### src/hdl/lxtok_pkg.sv
// Shared types and constants for the logic expression tokenizer.
// Holds token kinds, error codes, character codes and the queue entry type.
// No dependencies.
package lxtok_pkg;

   localparam int MAX_TOKENS = 64;
   localparam int CNT_W      = $clog2(MAX_TOKENS + 1);
   localparam int IDX_W      = 6;

   localparam int FIFO_DEPTH = 4;
   localparam int FIFO_AW    = $clog2(FIFO_DEPTH);
   localparam int FIFO_CW    = $clog2(FIFO_DEPTH + 1);

   typedef logic [1:0] kind_type;
   localparam kind_type KIND_NUM  = 2'd0;
   localparam kind_type KIND_VAR  = 2'd1;
   localparam kind_type KIND_OP   = 2'd2;
   localparam kind_type KIND_TRUE = 2'd3;

   typedef logic [1:0] err_type;
   localparam err_type ERR_NONE    = 2'd0;
   localparam err_type ERR_ILLEGAL = 2'd1;
   localparam err_type ERR_POINT   = 2'd2;
   localparam err_type ERR_FULL    = 2'd3;

   localparam logic [7:0] CH_AND   = 8'h26;
   localparam logic [7:0] CH_NOT   = 8'h21;
   localparam logic [7:0] CH_OR    = 8'h7C;
   localparam logic [7:0] CH_LT    = 8'h3C;
   localparam logic [7:0] CH_GT    = 8'h3E;
   localparam logic [7:0] CH_EQ    = 8'h3D;
   localparam logic [7:0] CH_LP    = 8'h28;
   localparam logic [7:0] CH_RP    = 8'h29;
   localparam logic [7:0] CH_HASH  = 8'h23;
   localparam logic [7:0] CH_TRUE  = 8'h74;
   localparam logic [7:0] CH_POINT = 8'h2E;
   localparam logic [7:0] CH_SPACE = 8'h20;

   // Everything the back end needs to emit the results of one character.
   typedef struct packed {
      logic [7:0]       ch;
      logic             true_vld;
      logic             main_vld;
      kind_type         main_kind;
      logic             main_start;
      logic [IDX_W-1:0] main_idx;
      logic             term_vld;
      logic [IDX_W-1:0] term_idx;
      err_type          term_err;
   } plan_type;

endpackage

### src/hdl/lxtok_front.sv
// Front end of the tokenizer: accepts characters, classifies them and keeps
// the scan state, token count and error latch. Pushes a plan for each character that yields a result.
// Depends on lxtok_pkg.
module lxtok_front (
   input  logic                clock,
   input  logic                reset,
   input  logic                req_tvalid,
   output logic                req_tready,
   input  logic [7:0]          req_tdata,   // [7:0] in_char
   input  logic                req_tlast,
   input  logic                fifo_full,
   output logic                push,
   output lxtok_pkg::plan_type plan
);

   typedef enum logic [2:0] {
      MODE_IDLE  = 3'd0,
      MODE_INT   = 3'd1,
      MODE_POINT = 3'd2,
      MODE_FRAC  = 3'd3,
      MODE_VAR   = 3'd4
   } mode_type;

   mode_type                       mode_ff, mode_in;
   logic [lxtok_pkg::CNT_W-1:0]    cnt_ff, cnt_in;
   lxtok_pkg::err_type             err_ff, err_in;

   logic [7:0]                     c;
   logic                           accept;
   logic                           c_op, c_not, c_digit, c_letter;
   logic                           full_now;
   logic [lxtok_pkg::CNT_W:0]      cnt_need;
   logic [lxtok_pkg::CNT_W-1:0]    cnt_dec;
   lxtok_pkg::err_type             err_step;
   mode_type                       mode_step;
   logic [lxtok_pkg::CNT_W-1:0]    cnt_step;

   assign c          = req_tdata;
   assign req_tready = !fifo_full;
   assign accept     = req_tvalid && req_tready;
   assign push       = accept && (plan.true_vld || plan.main_vld || plan.term_vld);

   always_comb begin
      c_not    = (c == lxtok_pkg::CH_NOT);
      c_op     = c_not || (c == lxtok_pkg::CH_AND) || (c == lxtok_pkg::CH_OR) ||
                 (c == lxtok_pkg::CH_LT) || (c == lxtok_pkg::CH_GT) ||
                 (c == lxtok_pkg::CH_EQ) || (c == lxtok_pkg::CH_LP) ||
                 (c == lxtok_pkg::CH_RP) || (c == lxtok_pkg::CH_HASH);
      c_digit  = (c >= 8'h30) && (c <= 8'h39);
      c_letter = ((c >= 8'h41) && (c <= 8'h5A)) || ((c >= 8'h61) && (c <= 8'h7A));
      full_now = (cnt_ff >= lxtok_pkg::CNT_W'(lxtok_pkg::MAX_TOKENS));
      cnt_need = {1'b0, cnt_ff} + (c_not ? (lxtok_pkg::CNT_W+1)'(2) : (lxtok_pkg::CNT_W+1)'(1));
      cnt_dec  = cnt_ff - lxtok_pkg::CNT_W'(1);

      mode_step = mode_ff;
      cnt_step  = cnt_ff;
      err_step  = err_ff;

      plan            = '0;
      plan.ch         = c;
      plan.main_kind  = lxtok_pkg::KIND_NUM;
      plan.term_err   = lxtok_pkg::ERR_NONE;

      if (err_ff == lxtok_pkg::ERR_NONE) begin
         if (c == lxtok_pkg::CH_SPACE) begin
            if (mode_ff == MODE_POINT) err_step = lxtok_pkg::ERR_POINT;
            else                       mode_step = MODE_IDLE;
         end else if (c_op) begin
            if (mode_ff == MODE_POINT) begin
               err_step = lxtok_pkg::ERR_POINT;
            end else if (cnt_need > (lxtok_pkg::CNT_W+1)'(lxtok_pkg::MAX_TOKENS)) begin
               err_step = lxtok_pkg::ERR_FULL;
            end else begin
               // A negation is preceded by an implicit true token one index lower.
               plan.true_vld   = c_not;
               plan.main_vld   = 1'b1;
               plan.main_kind  = lxtok_pkg::KIND_OP;
               plan.main_start = 1'b1;
               plan.main_idx   = lxtok_pkg::IDX_W'(cnt_need - (lxtok_pkg::CNT_W+1)'(1));
               cnt_step        = lxtok_pkg::CNT_W'(cnt_need);
               mode_step       = MODE_IDLE;
            end
         end else if (c_digit) begin
            if (mode_ff == MODE_INT || mode_ff == MODE_FRAC || mode_ff == MODE_POINT) begin
               plan.main_vld  = 1'b1;
               plan.main_kind = lxtok_pkg::KIND_NUM;
               plan.main_idx  = lxtok_pkg::IDX_W'(cnt_dec);
               if (mode_ff == MODE_POINT) mode_step = MODE_FRAC;
            end else if (full_now) begin
               err_step = lxtok_pkg::ERR_FULL;
            end else begin
               plan.main_vld   = 1'b1;
               plan.main_kind  = lxtok_pkg::KIND_NUM;
               plan.main_start = 1'b1;
               plan.main_idx   = lxtok_pkg::IDX_W'(cnt_ff);
               cnt_step        = cnt_ff + lxtok_pkg::CNT_W'(1);
               mode_step       = MODE_INT;
            end
         end else if (c_letter) begin
            if (mode_ff == MODE_POINT) begin
               err_step = lxtok_pkg::ERR_POINT;
            end else if (mode_ff == MODE_VAR) begin
               plan.main_vld  = 1'b1;
               plan.main_kind = lxtok_pkg::KIND_VAR;
               plan.main_idx  = lxtok_pkg::IDX_W'(cnt_dec);
            end else if (full_now) begin
               err_step = lxtok_pkg::ERR_FULL;
            end else begin
               plan.main_vld   = 1'b1;
               plan.main_kind  = lxtok_pkg::KIND_VAR;
               plan.main_start = 1'b1;
               plan.main_idx   = lxtok_pkg::IDX_W'(cnt_ff);
               cnt_step        = cnt_ff + lxtok_pkg::CNT_W'(1);
               mode_step       = MODE_VAR;
            end
         end else if (c == lxtok_pkg::CH_POINT) begin
            if (mode_ff == MODE_INT) begin
               plan.main_vld  = 1'b1;
               plan.main_kind = lxtok_pkg::KIND_NUM;
               plan.main_idx  = lxtok_pkg::IDX_W'(cnt_dec);
               mode_step      = MODE_POINT;
            end else if (mode_ff == MODE_POINT) begin
               err_step = lxtok_pkg::ERR_POINT;
            end else begin
               err_step = lxtok_pkg::ERR_ILLEGAL;
            end
         end else begin
            err_step = (mode_ff == MODE_POINT) ? lxtok_pkg::ERR_POINT : lxtok_pkg::ERR_ILLEGAL;
         end
      end

      mode_in = mode_step;
      cnt_in  = cnt_step;
      err_in  = err_step;

      // The terminator closes the expression and the scan state starts over.
      if (req_tlast) begin
         if (err_in == lxtok_pkg::ERR_NONE && mode_step == MODE_POINT)
            err_in = lxtok_pkg::ERR_POINT;
         if (err_in == lxtok_pkg::ERR_NONE &&
             cnt_step >= lxtok_pkg::CNT_W'(lxtok_pkg::MAX_TOKENS))
            err_in = lxtok_pkg::ERR_FULL;
         plan.term_vld = 1'b1;
         plan.term_idx = lxtok_pkg::IDX_W'(cnt_step);
         plan.term_err = err_in;
         mode_in       = MODE_IDLE;
         cnt_in        = '0;
         err_in        = lxtok_pkg::ERR_NONE;
      end
   end

   always_ff @(posedge clock) begin
      if (reset) begin
         mode_ff <= MODE_IDLE;
         cnt_ff  <= '0;
         err_ff  <= lxtok_pkg::ERR_NONE;
      end else if (accept) begin
         mode_ff <= mode_in;
         cnt_ff  <= cnt_in;
         err_ff  <= err_in;
      end
   end

endmodule

### src/hdl/lxtok_fifo.sv
// Short queue of per-character plans between the front and back ends.
// Register array with a combinational read of the head entry.
// Depends on lxtok_pkg.
module lxtok_fifo (
   input  logic                          clock,
   input  logic                          reset,
   input  logic                          push,
   input  lxtok_pkg::plan_type           wr_data,
   input  logic                          pop,
   output lxtok_pkg::plan_type           rd_data,
   output logic                          full,
   output logic                          empty,
   output logic [lxtok_pkg::FIFO_CW-1:0] count
);

   lxtok_pkg::plan_type                  entry_ff [lxtok_pkg::FIFO_DEPTH];
   logic [lxtok_pkg::FIFO_AW-1:0]        wr_ptr_ff, wr_ptr_in;
   logic [lxtok_pkg::FIFO_AW-1:0]        rd_ptr_ff, rd_ptr_in;
   logic [lxtok_pkg::FIFO_CW-1:0]        count_ff, count_in;

   assign count   = count_ff;
   assign full    = (count_ff == lxtok_pkg::FIFO_CW'(lxtok_pkg::FIFO_DEPTH));
   assign empty   = (count_ff == '0);
   assign rd_data = entry_ff[rd_ptr_ff];

   always_comb begin
      wr_ptr_in = push ? wr_ptr_ff + lxtok_pkg::FIFO_AW'(1) : wr_ptr_ff;
      rd_ptr_in = pop  ? rd_ptr_ff + lxtok_pkg::FIFO_AW'(1) : rd_ptr_ff;
      count_in  = count_ff;
      case ({push, pop})
         2'b10:   count_in = count_ff + lxtok_pkg::FIFO_CW'(1);
         2'b01:   count_in = count_ff - lxtok_pkg::FIFO_CW'(1);
         default: count_in = count_ff;
      endcase
   end

   always_ff @(posedge clock) begin
      if (reset) begin
         wr_ptr_ff <= '0;
         rd_ptr_ff <= '0;
         count_ff  <= '0;
      end else begin
         wr_ptr_ff <= wr_ptr_in;
         rd_ptr_ff <= rd_ptr_in;
         count_ff  <= count_in;
      end
   end

   always_ff @(posedge clock) begin
      if (push) begin
         entry_ff[wr_ptr_ff] <= wr_data;
      end
   end

endmodule

### src/hdl/lxtok_back.sv
// Back end of the tokenizer: unpacks each queued plan into up to three
// result beats and drives the registered result channel.
// Depends on lxtok_pkg.
module lxtok_back (
   input  logic                clock,
   input  logic                reset,
   input  logic                fifo_empty,
   input  lxtok_pkg::plan_type head,
   output logic                fifo_pop,
   output logic                rsp_tvalid,
   input  logic                rsp_tready,
   output logic [15:0]         rsp_tdata,  // [7:0] token_char, [13:8] token_index,
                                           // [15:14] error_code
   output logic [2:0]          rsp_tuser,  // [1:0] token_kind, [2] token_start
   output logic                rsp_tlast   // is_last
);

   lxtok_pkg::plan_type             cur_ff, cur_in;
   logic [2:0]                      pend_ff, pend_in, pend_next;
   logic                            emit, load_out;

   logic                            valid_ff, valid_in;
   logic [15:0]                     data_ff, data_in;
   logic [2:0]                      user_ff, user_in;
   logic                            last_ff, last_in;

   logic [7:0]                      sel_ch;
   lxtok_pkg::kind_type             sel_kind;
   logic                            sel_start;
   logic [lxtok_pkg::IDX_W-1:0]     sel_idx;
   lxtok_pkg::err_type              sel_err;
   logic                            sel_last;

   assign rsp_tvalid = valid_ff;
   assign rsp_tdata  = data_ff;
   assign rsp_tuser  = user_ff;
   assign rsp_tlast  = last_ff;

   always_comb begin
      load_out = !valid_ff || rsp_tready;
      emit     = load_out && (pend_ff != '0);

      // Pending bits go out lowest first: implicit true, main, terminator.
      sel_ch    = cur_ff.ch;
      sel_kind  = cur_ff.main_kind;
      sel_start = cur_ff.main_start;
      sel_idx   = cur_ff.main_idx;
      sel_err   = lxtok_pkg::ERR_NONE;
      sel_last  = 1'b0;
      if (pend_ff[0]) begin
         sel_ch    = lxtok_pkg::CH_TRUE;
         sel_kind  = lxtok_pkg::KIND_TRUE;
         sel_start = 1'b1;
         sel_idx   = cur_ff.main_idx - lxtok_pkg::IDX_W'(1);
      end else if (!pend_ff[1]) begin
         sel_ch    = lxtok_pkg::CH_HASH;
         sel_kind  = lxtok_pkg::KIND_OP;
         sel_start = 1'b1;
         sel_idx   = cur_ff.term_idx;
         sel_err   = cur_ff.term_err;
         sel_last  = 1'b1;
      end

      // Clearing the lowest set bit retires the beat just sent.
      pend_next = emit ? (pend_ff & (pend_ff - 3'd1)) : pend_ff;
      fifo_pop  = !fifo_empty && (pend_next == '0);

      if (fifo_pop) begin
         cur_in  = head;
         pend_in = {head.term_vld, head.main_vld, head.true_vld};
      end else begin
         cur_in  = cur_ff;
         pend_in = pend_next;
      end

      valid_in = valid_ff;
      data_in  = data_ff;
      user_in  = user_ff;
      last_in  = last_ff;
      if (emit) begin
         valid_in = 1'b1;
         data_in  = {sel_err, sel_idx, sel_ch};
         user_in  = {sel_start, sel_kind};
         last_in  = sel_last;
      end else if (rsp_tready) begin
         valid_in = 1'b0;
      end
   end

   always_ff @(posedge clock) begin
      if (reset) begin
         pend_ff  <= '0;
         valid_ff <= 1'b0;
      end else begin
         pend_ff  <= pend_in;
         valid_ff <= valid_in;
      end
   end

   always_ff @(posedge clock) begin
      cur_ff  <= cur_in;
      data_ff <= data_in;
      user_ff <= user_in;
      last_ff <= last_in;
   end

endmodule

### src/hdl/logic_expression_tokenizer.sv
// Logic expression tokenizer, top level.
// Depends on lxtok_pkg, lxtok_front, lxtok_fifo and lxtok_back.
//
// The req channel takes one expression character per beat; tlast marks the
// last character. The rsp channel returns the token characters, each tagged
// with its kind, a start flag, the token index and an error code, and a
// closing '#' beat with tlast set after the last character.
// A character enters in every cycle while the plan queue has room. Each
// character yields zero to three result beats; the result port sends one
// beat per cycle while the receiver is ready, so sustained input rate is one
// character per cycle as long as characters average one beat or fewer; a
// negation yields two beats and a final character adds a terminator beat.
// The first beat of a character passes through the four-entry plan queue
// and the back end's plan register, after which the result register holds it.
// When the receiver stalls, the result register holds its beat, the back
// end stops draining the queue, and req_tready falls once the queue is full.
// Reset clears the scan state, the queue and the result valid; no result
// is pending afterwards.
module logic_expression_tokenizer (
   input  logic        clock,
   input  logic        reset,
   input  logic        req_tvalid,
   output logic        req_tready,
   input  logic [7:0]  req_tdata,   // [7:0] in_char
   input  logic        req_tlast,   // end_of_expr
   output logic        rsp_tvalid,
   input  logic        rsp_tready,
   output logic [15:0] rsp_tdata,   // [7:0] token_char, [13:8] token_index,
                                    // [15:14] error_code
   output logic [2:0]  rsp_tuser,   // [1:0] token_kind, [2] token_start
   output logic        rsp_tlast    // is_last
);

   lxtok_pkg::plan_type                  push_plan, head_plan;
   logic                                 fifo_push, fifo_pop;
   logic                                 fifo_full, fifo_empty;
   logic [lxtok_pkg::FIFO_CW-1:0]        fifo_count;

   lxtok_front u_front (
      .clock      (clock),
      .reset      (reset),
      .req_tvalid (req_tvalid),
      .req_tready (req_tready),
      .req_tdata  (req_tdata),
      .req_tlast  (req_tlast),
      .fifo_full  (fifo_full),
      .push       (fifo_push),
      .plan       (push_plan)
   );

   lxtok_fifo u_fifo (
      .clock   (clock),
      .reset   (reset),
      .push    (fifo_push),
      .wr_data (push_plan),
      .pop     (fifo_pop),
      .rd_data (head_plan),
      .full    (fifo_full),
      .empty   (fifo_empty),
      .count   (fifo_count)
   );

   lxtok_back u_back (
      .clock      (clock),
      .reset      (reset),
      .fifo_empty (fifo_empty),
      .head       (head_plan),
      .fifo_pop   (fifo_pop),
      .rsp_tvalid (rsp_tvalid),
      .rsp_tready (rsp_tready),
      .rsp_tdata  (rsp_tdata),
      .rsp_tuser  (rsp_tuser),
      .rsp_tlast  (rsp_tlast)
   );

`ifndef ASSERT_OFF
   a_err_only_on_term: assert property (@(posedge clock) disable iff (reset)
      rsp_tvalid && (rsp_tdata[15:14] != lxtok_pkg::ERR_NONE) |->
         rsp_tlast && (rsp_tdata[7:0] == lxtok_pkg::CH_HASH))
      else $error("error code on a beat that is not the terminator");

   a_stall_means_full: assert property (@(posedge clock) disable iff (reset)
      !req_tready |-> (fifo_count == lxtok_pkg::FIFO_CW'(lxtok_pkg::FIFO_DEPTH)))
      else $error("input stalled while the plan queue has room");

   a_pop_not_empty: assert property (@(posedge clock) disable iff (reset)
      fifo_pop |-> !fifo_empty)
      else $error("plan queue popped while empty");
`endif

endmodule

### config.mk
export PLATFORM = sky130hd
export DESIGN_NAME = logic_expression_tokenizer
export DESIGN_NICKNAME = d
export VERILOG_FILES = /design/src/hdl/lxtok_pkg.sv /design/src/hdl/lxtok_front.sv /design/src/hdl/lxtok_fifo.sv /design/src/hdl/lxtok_back.sv /design/src/hdl/logic_expression_tokenizer.sv
export SDC_FILE = /design/constraint.sdc
export NUM_CORES = 1
export LEC_CHECK = 0
export ABC_CLOCK_PERIOD_IN_PS = 3650
export BUFFER_PORTS_ARGS = -buffer_cell sky130_fd_sc_hd__buf_2
export CAP_MARGIN = 10
export CORE_MARGIN = 2
export CORE_UTILIZATION = 56
export DETAILED_ROUTE_END_ITERATION = 8
export GPL_TIMING_DRIVEN = 1
export PLACE_DENSITY_LB_ADDON = 0.12
export SLEW_MARGIN = 40
export SYNTH_ARGS = -nofsm -noshare
export SYNTH_HDL_FRONTEND = slang
export SYNTH_SLANG_ARGS = --single-unit
### constraint.sdc
create_clock -name clock -period 3.65 [get_ports clock]
set_clock_uncertainty 0.1 [all_clocks]
set_input_delay 0.1825 -clock clock [delete_from_list [all_inputs] [get_ports clock]]
set_output_delay 0.1825 -clock clock [all_outputs]
set_load 0.02 [all_outputs]
# Word-level counts from Yosys, hierarchy flattened
# Memory sizes are Yosys's and may differ from the RTL's. A register that Yosys moved wholly into a read port is not among the register bits.
# Cells that the tools add are included.
# Widths: inputs -> output; s select.
[word_totals] input_bits=13 output_inout_bits=22 elab_cells=185 n_memories=1 ram_bits=112 register_bits=68
[op_classes] n_lt_le_gt_ge=9 muxes=87 addsub=10 n_eq_ne=19 n_bitwise=2 n_reduce_logical=36
[memory_table] memory="u_fifo.entry_ff" words=4 width=28 rd=1 rd_clocked_by_memory_dff=1 write_ports=1 line="lxtok_fifo.sv:16" text="lxtok_pkg::plan_type entry_ff [lxtok_pkg::FIFO_DEPTH];"
[op_table] operator="$mux 7" n=13
[op_table] operator="$eq 8x6->1 const B" n=10
[op_table] operator="$mux 3" n=24
[op_table] operator="$mux 10" n=5
[op_table] operator="$mux 11" n=4
[op_table] operator="$mux 2" n=22
[op_table] operator="$mux 6" n=7
[op_table] operator="$sub 6x1->6 const B" n=3
[op_table] operator="$ge 8x7->1 const B" n=2
[op_table] operator="$le 8x7->1 const B" n=2
[op_table] operator="$ge 7x7->1 const B" n=2
[op_table] operator="$logic_or 1x1->1" n=14
[op_table] operator="$mux 1" n=10
[op_table] operator="$eq 3x2->1 const B" n=3
[op_table] operator="$logic_and 1x1->1" n=9
[op_table] operator="$mux 9" n=1
[op_table] operator="$add 7x2->8" n=1
[op_table] operator="$eq 8x7->1 const B" n=1
[op_table] operator="$ge 8x6->1 const B" n=1
[op_table] operator="$gt 8x7->1 const B" n=1
[op_table] operator="$le 8x6->1 const B" n=1
[op_table] operator="$add 7x1->7 const B" n=1
[op_table] operator="$eq 3x3->1 const B" n=2
[op_table] operator="$logic_not 2->1" n=3
[op_table] operator="other kinds (14)" n=21

# Longest topological paths before layout
[logic_depth] word_depth=24 ltp_mapped=18 mapped_depth_nobuf=18

# Cells and area by module
# From an unflattened synthesis, not the netlist that was laid out.
[unflattened] cells_unflattened=612 hier_area_um2=8351.8
[modules_own_cells] mod="lxtok_fifo" cells_each=193 seq_area_each_um2=3543.4 area_per_inst_um2=4524.3 n_inst=1
[modules_own_cells] mod="lxtok_front" cells_each=292 seq_area_each_um2=240.2 area_per_inst_um2=1950.6 n_inst=1
[modules_own_cells] mod="lxtok_back" cells_each=127 seq_area_each_um2=1431.4 area_per_inst_um2=1876.8 n_inst=1

# Worst setup path after synthesis
# OpenSTA, ideal clock, no wires.
[synth_path] path_kind="in2reg" from="in req_tdata[4]" to="mem u_fifo.entry_ff[0][0] in the netlist's numbering, enable pin" setup_time_ns=0.387 stages=11 setup_slack_ns=-0.327 n_path_buf=0 arrival_time_ns=3.489 required_time_ns=3.163 cell_sequence="nor4b_2 nand3_1 ha_1 inv_1 fa_1 xor2_1 o311ai_1 or4_4 a31oi_4 a31o_2 and3_1"
[synth_via] elab_chain_cells=17 elab_cells_between_ends=46 cone_classes="add/sub: 1; order compare: 7; eq/ne: 11; mux: 12; reduce/logical: 15"
[synth_lines] item="start, declared" line="logic_expression_tokenizer.sv:24" text="input logic [7:0] req_tdata,"
[synth_lines] item="branches (longest 10 deep; another with $add 7x2->8)"
[synth_lines] item="$mux 11 *" line="lxtok_front.sv:65" text="if (c == lxtok_pkg::CH_SPACE) begin"
[synth_lines] item="$mux 11 *" line="lxtok_front.sv:64" text="if (err_ff == lxtok_pkg::ERR_NONE) begin"
[synth_lines] item="$logic_or 1x1->1 * (2 in series)" line="lxtok_front.sv:41" text="assign push = accept && (plan.true_vld || plan.main_vld || plan.term_vld);"
[synth_lines] item="$logic_and 1x1->1 *" line="lxtok_front.sv:41"
[synth_lines] item="$mux 1 *" line="lxtok_fifo.sv:50" text="if (push) begin"
[synth_lines] item="$mux 1 (not written as such) *" line="lxtok_fifo.sv:51" text="entry_ff[wr_ptr_ff] <= wr_data;"
[synth_lines] item="end, declared" line="lxtok_fifo.sv:16"
# Every way passes the cells marked *.

# Worst setup path after layout
[layout_path] from="reg u_front.cnt_ff[0] in the netlist's numbering" to="reg u_fifo.count_ff (netlist bit u_fifo.count[2])"
[layout_via] elab_chain_cells=14 elab_cells_between_ends=23 cone_classes="add/sub: 1; order compare: 2; eq/ne: 2; mux: 14; reduce/logical: 4"
[layout_lines] item="start, declared" line="lxtok_front.sv:25" text="logic [lxtok_pkg::CNT_W-1:0] cnt_ff, cnt_in;"
[layout_lines] item="start signal, assigned" line="lxtok_front.sv:159" text="cnt_ff <= cnt_in;"
[layout_lines] item="branches (longest 7 deep; another with $add 7x2->8)"
[layout_lines] item="$mux 11 *" line="lxtok_front.sv:65"
[layout_lines] item="$mux 11 *" line="lxtok_front.sv:64"
[layout_lines] item="$logic_or 1x1->1 * (2 in series)" line="lxtok_front.sv:41"
[layout_lines] item="$logic_and 1x1->1 *" line="lxtok_front.sv:41"
[layout_lines] item="$eq 2x1->1 / $eq 2x2->1 (equally long branches)" line="lxtok_fifo.sv:30" text="case ({push, pop})"
[layout_lines] item="$pmux 3 s2 / $reduce_bool 2->1 (equally long branches)"
[layout_lines] item="end signal, assigned" line="lxtok_fifo.sv:45" text="count_ff <= count_in;"
[layout_lines] item="end, declared" line="lxtok_fifo.sv:19" text="logic [lxtok_pkg::FIFO_CW-1:0] count_ff, count_in;"
# Marked as above.
# A chain may end at the register's enable or synchronous reset.

==> impl_metrics.toml <==
[placed_design]
dpl_cell_area_sq_um = 9380
dpl.hpwl_mm = 14.0
port_buffers = 34
gp_congestion = 0.922

[sta]
drv_slew = 0
setup-violations-final = 0
max_slew_margin_pct = 39.0
hold_viol_final = 0
setup_tns_ns = 0
tightest_slew_ns = 0.908
rsz0062_at_grt = "no"
fin_crit_sh_pct = 94.4
min_period_ns = 3.44
whs_ns = 0.0555
fmax_mhz = 290

[floorplan]
die_area_sq_um = 16000
core_area_sq_um = 14600
die_h_um = 127
ios = 35
rows = 44
start_util_pct = 57.5
dieWidth_um = 127

[pwr]
peakVddDrop_uv = 373
p_per_area_nw_per_um2 = 643
p_leak_nw = 3.50

[global_route]
top_usage_layer = "met2"
overflow = 0
met1_usage_pct = 32.2
grt_pass1_wl_mm = 31.0
antenna_found_initial = 0
grtUsageTotal_pct = 25.7
met3_usage_pct = 4.77
grt_max_degree = 29
grt_pass1_vias = 5716
met2_usage_pct = 44.4

[cts]
cts_root_buf = "clkbuf_16"
clock_latency_ns = 0.43
clock_path_buffers = 2
htree_levels = 4
cts_tree = "built"
clk_pin_slew_worst_paths_ns = 0.07
cts_sinks = 182
cts_buffers = 17

[setup_path]
cp.required_ns = 3.91
arrival_ns = 3.70
worstPathCellList = "ha_4 -> inv_2 -> fa_2 -> nand3b_1 -> xnor2_1 -> or4_4 -> a31oi_4 -> a31oi_1 -> nor2_1 -> inv_1 -> ha_2 -> inv_2 -> fa_2 -> xor2_1 -> or3_1 -> a21oi_1"
max_stage_delay_ns = 0.58
critPathBufInv = 3
cp-start-kind = "register"
slowest_stage = "or4_4"
cp_max_fo = 3
crit_path_end_kind = "register"
critPathKind = "register to register"
crit_family = "simple AND/OR/NAND/NOR gates"

[job]
cap_violations = 0

[synthesis]
synth_edf_count = 157
ys_types = 85
ys_ff_latch = 182
synthTopCellsByArea = "edfxtp_1 (56%), mux4_2 (7.5%), dfxtp_1 (5.9%)"
yosys_warnings = 0
dominantRegCellSynth = "edfxtp_1"
ys_seq_area_share_pct = 61.9
synth_top_area_cell = "edfxtp_1"
synth.most_common_cell = "edfxtp_1"
synth_area_sq_um = 8430
syn_nets = 642
syn_inst = 615
async_flop_share_pct = 0
avgSynthCellArea_sq_um = 13.7
synth.top_cell.area_share_pct = 56.0
yosys-top-cells-count = "edfxtp_1 (157), nor2_1 (45), a21oi_1 (39)"

[layout]
drive_gt1_share_pct = 28.4
final_area_sq_um = 9960
nFillCells = 1002
nets = 736
n_antenna_cell = 0
syn_to_final_growth_pct = 18.3

[routing]
route.detailed.drc = 0
antenna_left = 0
vias_per_cell = 6.33
drt_iter0_markers = 480
wl_per_cell_um = 21.7
vias = 5731
routed_wl_mm = 19.7
dr.pass1.iters = 5

[outcome]
status = "completed"

[hold_path]
hp-class = "input port to register"
-- report_power, final --
| group | internal (mW) | total [mW] | switching [mW] |
|---|---|---|---|
| Sequential | 2.79 | 3.02 | 0.232 |
| Combinational | 0.718 | 1.66 | 0.940 |
| Clock | 0.960 | 1.73 | 0.774 |
| Total | 4.46 | 6.41 | 1.95 |
-- registers in the layout (all words and copies together), names as in the netlist, named ones only --
register / flops
u_back.rsp_tdata: 16
u_back.rsp_tlast: 1
u_fifo.count: 3
u_back.cur_ff: 25
u_back.rsp_tuser: 3
u_fifo.wr_ptr_ff: 2
u_front.mode_ff: 3
u_fifo.rd_ptr_ff: 2
u_back.rsp_tvalid: 1
u_fifo.entry_ff: 112
u_front.err_ff: 2
u_back.pend_ff: 3
u_front.cnt_ff: 7
-- cell usage in the layout, fill, tap and decap left out, types with 5 or more instances in the layout --
cell,synthesis,layout
xor2_1,13,12
nor2b_1,9,9
nand2b_1,9,9
buf_2,4,34
nor2_1,45,45
buf_4,1,59
nand4_1,6,6
o21ai_0,16,16
mux4_2,28,28
o211ai_1,6,6
clkbuf_16,0,18
buf_12,0,8
a21oi_1,39,38
a211oi_1,8,8
ha_1,12,9
o22ai_1,6,6
dfxtp_1,25,23
o32ai_1,6,6
nand2_1,34,34
nand3_1,11,10
inv_1,20,18
and2_1,7,7
a22oi_1,8,8
o21ai_1,5,5
o31ai_1,6,6
edfxtp_1,157,157
xnor2_1,6,6
nor3_1,15,15
-- cell families after synthesis --
family | count (synthesis) | share of synthesized area, %
fa+ha+maj | 14 | 2.26
simple gates | 172 | 11.1
flops | 182 | 61.9
compound gates | 146 | 12.4
xor+xnor | 19 | 1.98
mux | 32 | 7.97
buf+inv | 50 | 2.42
-- metrics by stage --
step,std cells,setup slack (ns),total power [mW],util (%)
after floorplan,615,0.00866,4.14,-
after global placement,873,-0.156,4.67,64.1
after detailed placement,873,-0.241,4.73,64.1
after CTS,906,0.149,6.45,68.0
after global routing,906,0.0445,6.70,68.0
final,906,0.206,6.41,68.0
-- worst register-to-register path, stage by stage (launching register included) --
cell      delay [ns]
dfxtp_2         0.35
ha_4            0.13
inv_2           0.03
fa_2            0.39
nand3b_1        0.21
xnor2_1         0.19
or4_4           0.58
a31oi_4         0.18
a31oi_1         0.11
nor2_1          0.12
inv_1           0.05
ha_2            0.19
inv_2           0.06
fa_2            0.19
xor2_1          0.07
or3_1           0.31
a21oi_1         0.12
-- final timing paths --
kind	start	to	slack, ns	cells after the start
worst max-delay path	u_front.cnt_ff[0]	u_fifo.count[2]	0.21	16
worst min-delay path	req_tdata[7]	u_fifo.entry_ff[0][27]	0.06	2
worst max register to register	u_front.cnt_ff[0]	u_fifo.count[2]	0.21	16
worst min register to register	u_back.cur_ff[15]	u_back.rsp_tuser[2]	0.40	1
-- timing repair --
| action | CTS | global route |
|---|---|---|
| gates resized for setup | 0 | 1 |
| hold buffers | 1 | 0 |
| setup buffers | 0 | 0 |
| hold endpoints to repair | 1 | 0 |
| setup endpoints to repair | 0 | 1 |
-- metal layers --
metal  wire [um]  part of all wire, %
met5           0                    0
met4         581                  2.9
met3        1350                  6.9
met2        9860                   50
met1        7910                   40
-- cell type report --
| type | instances | area (sq um) | area share, % |
|---|---|---|---|
| sequential | 182 | 5220 | 52.4 |
| multi-input combinational | 383 | 3080 | 30.9 |
| timing repair buffer | 102 | 783 | 7.86 |
| clock buffer | 21 | 482 | 4.83 |
| tap | 184 | 230 | 2.31 |
| clock inverter | 11 | 88.8 | 0.892 |
| inverter | 23 | 86.3 | 0.866 |
No activity file was read; power rests on OpenSTA's default activity.
